## config.mk

```make
export PLATFORM = sky130hd
export DESIGN_NAME = continued_fraction_expander_core
export DESIGN_NICKNAME = d
export VERILOG_FILES = /design/src/rtl/cfe_pkg.sv /design/src/rtl/cfe_front.sv /design/src/rtl/cfe_back.sv /design/src/rtl/continued_fraction_expander_core.sv
export SDC_FILE = /design/constraint.sdc
export NUM_CORES = 2
export LEC_CHECK = 0
export BUFFER_PORTS_ARGS = -buffer_cell sky130_fd_sc_hd__clkbuf_2
export CAP_MARGIN = 10
export CORE_UTILIZATION = 50
export CTS_BUF_LIST = sky130_fd_sc_hd__clkbuf_8
export DETAILED_ROUTE_END_ITERATION = 16
export PLACE_DENSITY = 0.69
export SYNTH_ARGS = -nofsm -noshare
export SYNTH_HDL_FRONTEND = slang
export SYNTH_SLANG_ARGS = --single-unit
```

## constraint.sdc

```tcl
create_clock -name clk -period 11.25 [get_ports clk]
set_clock_uncertainty 0.15 [all_clocks]
set_input_delay 1.125 -clock clk [delete_from_list [all_inputs] [get_ports clk]]
set_output_delay 1.125 -clock clk [all_outputs]
set_load 0.05 [all_outputs]
```

## src/rtl/cfe_pkg.sv

```systemverilog
// Shared types and constants for the continued-fraction expander.
package cfe_pkg;
  localparam int unsigned MaxTermsDefault = 64;
  localparam int unsigned NumW  = 32;
  localparam int unsigned DenW  = 31;
  localparam int unsigned CnW   = 34;
  localparam int unsigned CdW   = 33;
  localparam int unsigned IdxW  = 6;
  localparam int unsigned QDepth = 2;

  typedef struct packed {
    logic signed [NumW-1:0] numerator;
    logic        [DenW-1:0] denominator;
  } job_t;

  typedef struct packed {
    logic                   truncated;
    logic                   is_empty;
    logic                   is_last;
    logic        [IdxW-1:0] term_index;
    logic        [CdW-1:0]  prev_den;
    logic signed [CnW-1:0]  prev_num;
    logic        [CdW-1:0]  conv_den;
    logic signed [CnW-1:0]  conv_num;
    logic signed [NumW-1:0] term;
  } res_t;
endpackage

```

## src/rtl/cfe_front.sv

```systemverilog
// Input stage and small job queue ahead of the expansion engine.
module cfe_front (
  input  logic          clk,
  input  logic          rst,
  input  logic          in_valid,
  output logic          in_ready,
  input  cfe_pkg::job_t in_job,
  output logic          job_valid,
  input  logic          job_ready,
  output cfe_pkg::job_t job
);
  localparam int unsigned PtrW = $clog2(cfe_pkg::QDepth);
  cfe_pkg::job_t mem [cfe_pkg::QDepth];
  logic [PtrW-1:0] wptr, rptr;
  logic [PtrW:0]   count;
  logic push, pop;

  assign in_ready  = (count != (PtrW+1)'(cfe_pkg::QDepth));
  assign job_valid = (count != '0);
  assign job       = mem[rptr];
  assign push      = in_valid && in_ready;
  assign pop       = job_valid && job_ready;

  always_ff @(posedge clk) begin
    if (push) begin
      mem[wptr] <= in_job;
    end
    if (rst) begin
      wptr <= '0;
      rptr <= '0;
      count <= '0;
    end else begin
      if (push) wptr <= wptr + 1'b1;
      if (pop) rptr <= rptr + 1'b1;
      count <= count + (PtrW+1)'(push) - (PtrW+1)'(pop);
    end
  end
endmodule

```

## src/rtl/cfe_back.sv

```systemverilog
// Expansion engine: bit-serial floor division and convergent update.
module cfe_back #(
  parameter int unsigned MAX_TERMS = cfe_pkg::MaxTermsDefault
) (
  input  logic          clk,
  input  logic          rst,
  input  logic          job_valid,
  output logic          job_ready,
  input  cfe_pkg::job_t job,
  output logic          res_valid,
  input  logic          res_ready,
  output cfe_pkg::res_t res
);
  localparam int unsigned W = cfe_pkg::NumW;
  typedef enum logic [2:0] {S_IDLE, S_DIV, S_FIX, S_MUL, S_OUT} state_t;
  state_t state;
  // Magnitude division of |p| by q, then floor correction for negative p.
  logic [W-1:0] pmag, quo, rem, q;
  logic         pneg;
  logic [5:0]   bitcnt;
  logic signed [W-1:0] d, rr, p;
  logic signed [cfe_pkg::CnW-1:0] cn, pn;
  logic [cfe_pkg::CdW-1:0] cd, pd;
  logic [cfe_pkg::IdxW:0] k;
  logic [W:0] trial;
  logic [W-1:0] rem_sh;
  logic signed [cfe_pkg::CnW-1:0] mn;
  logic [cfe_pkg::CdW-1:0] md;

  assign job_ready = (state == S_IDLE) && !res_valid;
  assign rem_sh = {rem[W-2:0], pmag[W-1]};
  assign trial  = {1'b0, rem_sh} - {1'b0, q};

  always_ff @(posedge clk) begin
    if (rst) begin
      state <= S_IDLE;
      res_valid <= 1'b0;
    end else begin
      if (res_valid && res_ready) res_valid <= 1'b0;
      case (state)
        S_IDLE: begin
          if (job_valid && job_ready) begin
            if (job.denominator == '0) begin
              res.term <= '0;
              res.conv_num <= '0;
              res.conv_den <= '0;
              res.prev_num <= '0;
              res.prev_den <= '0;
              res.term_index <= '0;
              res.truncated <= 1'b0;
              res.is_last <= 1'b1;
              res.is_empty <= 1'b1;
              res_valid <= 1'b1;
            end else begin
              p <= job.numerator;
              q <= W'(job.denominator);
              cn <= {{(cfe_pkg::CnW-1){1'b0}}, 1'b1};
              cd <= '0;
              pn <= '0;
              pd <= {{(cfe_pkg::CdW-1){1'b0}}, 1'b1};
              k <= '0;
              state <= S_DIV;
              pneg <= job.numerator[W-1];
              pmag <= job.numerator[W-1] ? -job.numerator : job.numerator;
              rem <= '0; bitcnt <= '0;
            end
          end
        end
        S_DIV: begin
          if (!trial[W]) begin
            rem <= trial[W-1:0];
          end else begin
            rem <= rem_sh;
          end
          quo <= {quo[W-2:0], !trial[W]};
          pmag <= {pmag[W-2:0], 1'b0};
          bitcnt <= bitcnt + 1'b1;
          if (bitcnt == 6'(W-1)) state <= S_FIX;
        end
        S_FIX: begin
          if (pneg && rem != '0) begin
            d <= -$signed(quo) - 1;
            rr <= $signed(q - rem);
          end else begin
            d <= pneg ? -$signed(quo) : $signed(quo);
            rr <= $signed(rem);
          end
          state <= S_MUL;
        end
        S_MUL: begin
          // Only the low bits of each product are kept, so the multipliers
          // stay at the convergent widths.
          mn <= cn * $signed({{2{d[W-1]}}, d}) + pn;
          md <= cd * {d[W-1], d} + pd;
          state <= S_OUT;
        end
        default: begin
          if (!res_valid) begin
            res.term <= d;
            res.conv_num <= mn;
            res.conv_den <= md;
            res.prev_num <= cn;
            res.prev_den <= cd;
            res.term_index <= k[cfe_pkg::IdxW-1:0];
            res.is_empty <= 1'b0;
            res.is_last <= (rr == 0) || (k == (cfe_pkg::IdxW+1)'(MAX_TERMS-1));
            res.truncated <= (rr != 0) && (k == (cfe_pkg::IdxW+1)'(MAX_TERMS-1));
            res_valid <= 1'b1;
            pn <= cn; pd <= cd;
            cn <= mn; cd <= md;
            k <= k + 1'b1;
            if ((rr == 0) || (k == (cfe_pkg::IdxW+1)'(MAX_TERMS-1))) begin
              state <= S_IDLE;
            end else begin
              p <= $signed(q);
              q <= rr;
              pneg <= q[W-1];
              pmag <= q;
              rem <= '0; bitcnt <= '0;
              state <= S_DIV;
            end
          end
        end
      endcase
    end
  end
  logic unused;
  assign unused = ^p;
endmodule

```

## src/rtl/continued_fraction_expander_core.sv

```systemverilog
// Top level of the continued-fraction expander.
// Usage: each input item on s_axis carries a signed numerator and a
// non-negative denominator. The block expands the rational into its
// continued fraction and sends one result item on m_axis per term, carrying
// the term, the current and previous convergents and the term index.
// The final item of an expansion has m_axis_tlast set. A zero denominator
// gives a single item flagged empty. Each term passes through the
// one-bit-per-cycle divider (32 steps), a fix-up, a multiply and an output
// step; a 32-bit rational has up to about 46 terms. A two-entry queue
// accepts new items while the engine works.
// Reset clears the queue and the engine. When the receiver stalls, the
// engine computes the next term and then waits in its output state until
// the held item has been taken.
module continued_fraction_expander_core #(
  parameter int unsigned MAX_TERMS = cfe_pkg::MaxTermsDefault
) (
  input  logic         clk,
  input  logic         rst,
  input  logic         s_axis_tvalid,
  output logic         s_axis_tready,
  input  logic [63:0]  s_axis_tdata,  // numerator[31:0], denominator[62:32]
  output logic         m_axis_tvalid,
  input  logic         m_axis_tready,
  output logic [175:0] m_axis_tdata,  // term[31:0], conv_num[65:32],
                                      // conv_den[98:66], prev_num[132:99],
                                      // prev_den[165:133], term_index[171:166]
  output logic         m_axis_tlast,
  output logic [1:0]   m_axis_tuser   // is_empty[0], truncated[1]
);
  cfe_pkg::job_t in_job, job;
  cfe_pkg::res_t res;
  logic job_valid, job_ready;

  assign in_job = {s_axis_tdata[31:0], s_axis_tdata[62:32]};

  cfe_front u_front (
    .clk, .rst, .in_valid(s_axis_tvalid), .in_ready(s_axis_tready), .in_job,
    .job_valid, .job_ready, .job
  );

  cfe_back #(.MAX_TERMS(MAX_TERMS)) u_back (
    .clk, .rst, .job_valid, .job_ready, .job,
    .res_valid(m_axis_tvalid), .res_ready(m_axis_tready), .res
  );

  assign m_axis_tdata = {4'b0, res.term_index, res.prev_den, res.prev_num,
                         res.conv_den, res.conv_num, res.term};
  assign m_axis_tlast = res.is_last;
  assign m_axis_tuser = {res.truncated, res.is_empty};
  logic unused;
  assign unused = s_axis_tdata[63];
endmodule

```

======== Yosys cells after proc, flatten, opt, wreduce, memory -nomap -nowiden ========
Memory sizes are Yosys's and may differ from the RTL's. A register that Yosys moved wholly into a read port is not among the register bits.
Cells that the tools add are included.
storage, ports and cells
  register bits after elaboration ......... 590
  latch bits .............................. 0
  bits in writable memories ............... 126
  bits in read-only memories .............. 0
  input bits .............................. 68
  output and inout bits ................... 181
  word-level logic and storage cells ...... 157
  memories kept ........................... 1
cells by class
  add/subtract/negate cells ............... 13
  $mul .................................... 2
  div/mod/pow operators ................... 0
  order comparisons ....................... 0
  equality and inequality tests ........... 15
  shift-type cells ........................ 0
  mux-type cells .......................... 69
  bitwise operators ....................... 3
  reduce and logical (&&, ||, !) cells .... 25
memory list
  name         depth  width  rd ports  clocked after Yosys merged registers in  wr ports  line             text
  u_front.mem  2      63     1         1                                        1         cfe_front.sv:13  cfe_pkg::job_t mem [cfe_pkg::QDepth];
operator list
  operator                 number
  $mux W32                 17
  $mux W175                3
  $pmux W175 S2            1
  $mux W34                 6
  $mux W33                 6
  $pmux W32 S3             2
  $pmux W34 S2             2
  $pmux W33 S2             2
  $neg A32 Y32             2
  $pmux W32 S2             1
  $reduce_bool A32 Y1      2
  $add A34 B34 Y34         1
  $mul A34 B32 Y34         1
  $add A33 B33 Y33         1
  $mul A33 B32 Y33         1
  $sub A32 B32 Y33         1
  $logic_not A32 Y1        1
  $sub A32 B2 Y32 const B  1
  $sub A32 B32 Y32         1
  $logic_not A31 Y1        1
  $mux W6                  4
  $mux W7                  3
  $pmux W6 S3              1
  $pmux W7 S2              1
  30 further kinds         65

======== Depth between registers and ports, before layout ========
  depth in word-level cells ............... 5
  depth in mapped cells ................... 29
  mapped depth without buffers ............ 27

======== By module ========
A second synthesis with hierarchy kept.
second synthesis, totals
  cell total of the unflattened synthesis .. 6,634
  area, all modules ....................... 69,427.8 um2
by module, submodules not included
  module                            instances  cells an instance  area each (um2)  seq. area each (um2)
  cfe_back                          1          6,404              64,600.7         17,556.8
  cfe_front                         1          225                4,793.3          3,883.7
  continued_fraction_expander_core  1          5                  33.8             0.0

======== Least setup slack after synthesis ========
Ideal clock, no wire load.
  path type ............................... register to register
  start point ............................. reg with a tool-made name
  end point ............................... reg, netlist name u_back.res[0]
  setup time .............................. 0.768 ns
  data arrival time ....................... 10.766 ns
  required time ........................... 10.332 ns
  slack ................................... -0.433 ns
  stages on the path, launching flop included .. 9
  buffers on the path ..................... 5
  clock period less this slack ............ 11.683 ns
  cell sequence ........................... dfxtp_1 > buf_2 > buf_1 > buf_1 > clkbuf_1 > buf_1 > a21oi_1 > nand2b_1 > a21oi_1

======== Worst setup path after layout ========
  start point ............................. reg u_back.d[2]
  end point ............................... reg u_back.md[31] (netlist name), data pin
on the way
  longest elaborated chain between the ends .. 2
ends and longest elaborated chain
  what                    line            text
  from (decl)             cfe_back.sv:21  logic signed [W-1:0] d, rr, p;
  from (signal assigned)  cfe_back.sv:82  d <= -$signed(quo) - 1;
  from (signal assigned)  cfe_back.sv:85  d <= pneg ? -$signed(quo) : $signed(quo);
  $mul A33 B32 Y33        cfe_back.sv:94  md <= cd * {d[W-1], d} + pd;
  $add A33 B33 Y33        cfe_back.sv:94
  to (signal assigned)    cfe_back.sv:94
  to (decl)               cfe_back.sv:28  logic [cfe_pkg::CdW-1:0] md;
No other way between the ends.
A chain may end at the register's enable or synchronous reset.

==> impl_metrics.tcl <==
set metrics [dict create \
    cp_common_cell "fa_1" \
    max_freq_ghz 0.112 \
    clkTransAtPathRegs_ps 60 \
    cts_sinks 717 \
    area_delta_synth_final_pct 8.04 \
    cap_violations 0 \
    initial_core_util_pct 50.6 \
    place_inst 8386 \
    place_congestion 0.913 \
    drcViolationCount 0 \
    slew_headroom_pct 14.1 \
    die_h_um 373 \
    firstDrtPassIters 6 \
    synthArstFlopShare_pct 0 \
    synth_top_area_share_pct 30.9 \
    drt-vias-per-instance 5.40 \
    ys_ff_latch 717 \
    grt_use_total_pct 25.9 \
    die_area_um2 139000 \
    die_w_um 373 \
    report.final.slew_viol_count 0 \
    cts_tree "yes" \
    portBuffers 243 \
    io_pins 249 \
    synth.most_common_cell "inv_1" \
    drt-initial-drc-count 3007 \
    ys_warn_count 0 \
    num_vias 46600 \
    seq_area_frac_synth_pct 31.1 \
    hpwl_mm 127 \
    drive_gt1_share_pct 7.94 \
    worstPathRequired_ps 11730 \
    cp.arrival_ps 9420 \
    overflow 0 \
    worst-path-buf-inv 5 \
    avgRoutedWirePerCell_um 20.1 \
    crit_fanout 20 \
    worstHoldPathType "primary input to register" \
    nets 8153 \
    routed_wl_mm 174 \
    grt_max_degree 93 \
    synth_edf_count 708 \
    clock_path_buffers 3 \
    final_core_util_pct 54.7 \
    postSynthCellCount 6605 \
    fin_setup_tns_ps 0 \
    synth.distinct_cells 83 \
    rows 135 \
    max_stage_delay_ps 1000 \
    rsz0062_at_grt "no" \
    antenna_found_initial 4 \
    drtAntennaViolNets 0 \
    ctsRootBufferMaster "clkbuf_8" \
    first_global_vias 50000 \
    cts_resized 0 \
    cp_top_family "adder cells" \
    fin_crit_sh_pct 79.5 \
    core_area_um2 136000 \
    criticalPathCategory "register to register" \
    stdcell_count 8620 \
    cts_made_buffers 130 \
    synth_top_cell_by_area "edfxtp_1" \
    timing_hold_violations_final 0 \
    htreeDepth 4 \
    holdBufCountCts 0 \
    endpoint_kind "register" \
    start_kind "register" \
    grt_pass1_wl_mm 279 \
    synth_top_cells_by_count "inv_1, fa_1, and2_1" \
    syn_area_um2 68900 \
    timing.hold.ws_ps 259 \
    post_cts_buffers 0 \
    synth_ff_type "edfxtp_1" \
    setup_viol 0 \
    fin_crit_ps 8940 \
    clock_latency_ps 930 \
    status "completed" \
    cpMaxStageDelayCell "edfxtp_1" \
    synth.avg_cell_area_um2 10.4 \
    synth_area_leaders "edfxtp_1, fa_1, and2_1" \
    tightest_slew_ps 1290 \
]
stage by stage:
stage                     setup WS [ps]  cell area, um^2
final                              2310            74400
after floorplan                    1570            68900
after CTS                          2320            74400
after detailed placement           2350            71800
after global routing               1910            74400
after global placement             2400            71800
worst paths after layout:
check,cells after the start,slack [ps],to,start
setup / recovery,25,2310,u_back.md[31],u_back.d[2]
hold / removal,1,260,u_front.mem[0][54],s_axis_tdata[23]
setup reg to reg,25,2310,u_back.md[31],u_back.d[2]
hold reg to reg,2,370,u_front.rptr,u_front.rptr
state kept, by name, indices dropped and copies added (netlist names), 2 cells and up, named ones only:
signal / cells
u_back.bitcnt: 6
u_back.cd: 33
u_back.cn: 34
u_back.d: 32
u_back.k: 7
u_back.md: 33
u_back.mn: 34
u_back.pd: 33
u_back.pmag: 32
u_back.pn: 34
u_back.q: 32
u_back.quo: 32
u_back.rem: 32
u_back.res: 175
u_back.rr: 32
u_back.state: 3
u_front.count: 2
u_front.mem: 126
routing by layer:
metal  wire length (um)  up-vias  track usage, %
li1                   -    20900               -
met1              69200    23700            32.8
met2              87100     1539            44.3
met3              10200      358            3.98
met4               7140        0            10.5
met5                  0        -               0
placed cells by master (no fill, tap or decap), types with 10 or more instances in the layout:
cell and n:
a31oi_1 28, a21oi_1 145, nor4_1 39, nor3_1 54, and3_1 21, nor3b_1 13, fa_1 973, nand2_1 753
clkbuf_8 130, bufinv_16 10, nor2_1 141, o21bai_1 13, a21o_1 47, clkinv_2 19, mux2i_1 69, xnor2_1 227
nand2b_1 26, buf_4 72, and2_1 830, o21a_1 16, clkinv_1 22, nor2b_1 21, clkbuf_2 243, nand4_1 19
edfxtp_1 708, or2_2 11, or3_1 11, o211ai_1 12, o21ai_0 198, inv_1 1275, ha_1 375, a211oi_1 21
nand3_1 47, xor2_1 87
final cells by class:
cell class | count | area (um^2)
Tap cell | 1781 | 2230
Timing Repair Buffer | 317 | 1800
Sequential cell | 717 | 21400
Antenna cell | 4 | 10.0
Clock buffer | 130 | 1790
Multi-Input combinational cell | 4327 | 41600
Clock inverter | 100 | 837
Fill cell | 11900 | 61600
Inverter | 1244 | 4670
worst register-to-register path, stage by stage (launching register included):
cell and delay (ps):
edfxtp_1 1000, buf_4 380, and2_1 190, fa_1 420
fa_1 490, inv_1 40, fa_1 480, fa_1 580
fa_1 450, fa_1 560, inv_1 50, fa_1 470
inv_1 70, fa_1 480, inv_1 50, ha_1 330
nand3_1 160, nor2_1 90, nand3_1 90, nor3_1 50
a211o_1 340, a221o_1 370, a2111oi_0 890, o21ai_0 210
a21oi_1 230, xnor2_1 80
cells by family after synthesis:
group | count (synthesis) | share of synthesized area (%)
other | 1 | 0.00545
DFF | 717 | 31.1
and+or+nand+nor | 2027 | 15.2
xor gates and xnor gates | 314 | 3.99
adders and majority gates | 1348 | 35.1
buffers and inverters | 1564 | 8.58
muxes | 77 | 1.13
AOI/OAI and AO/OA | 557 | 4.89
Power is not shown: default switching activity piles up to over one toggle a cycle in this logic, so the estimate is an artifact.
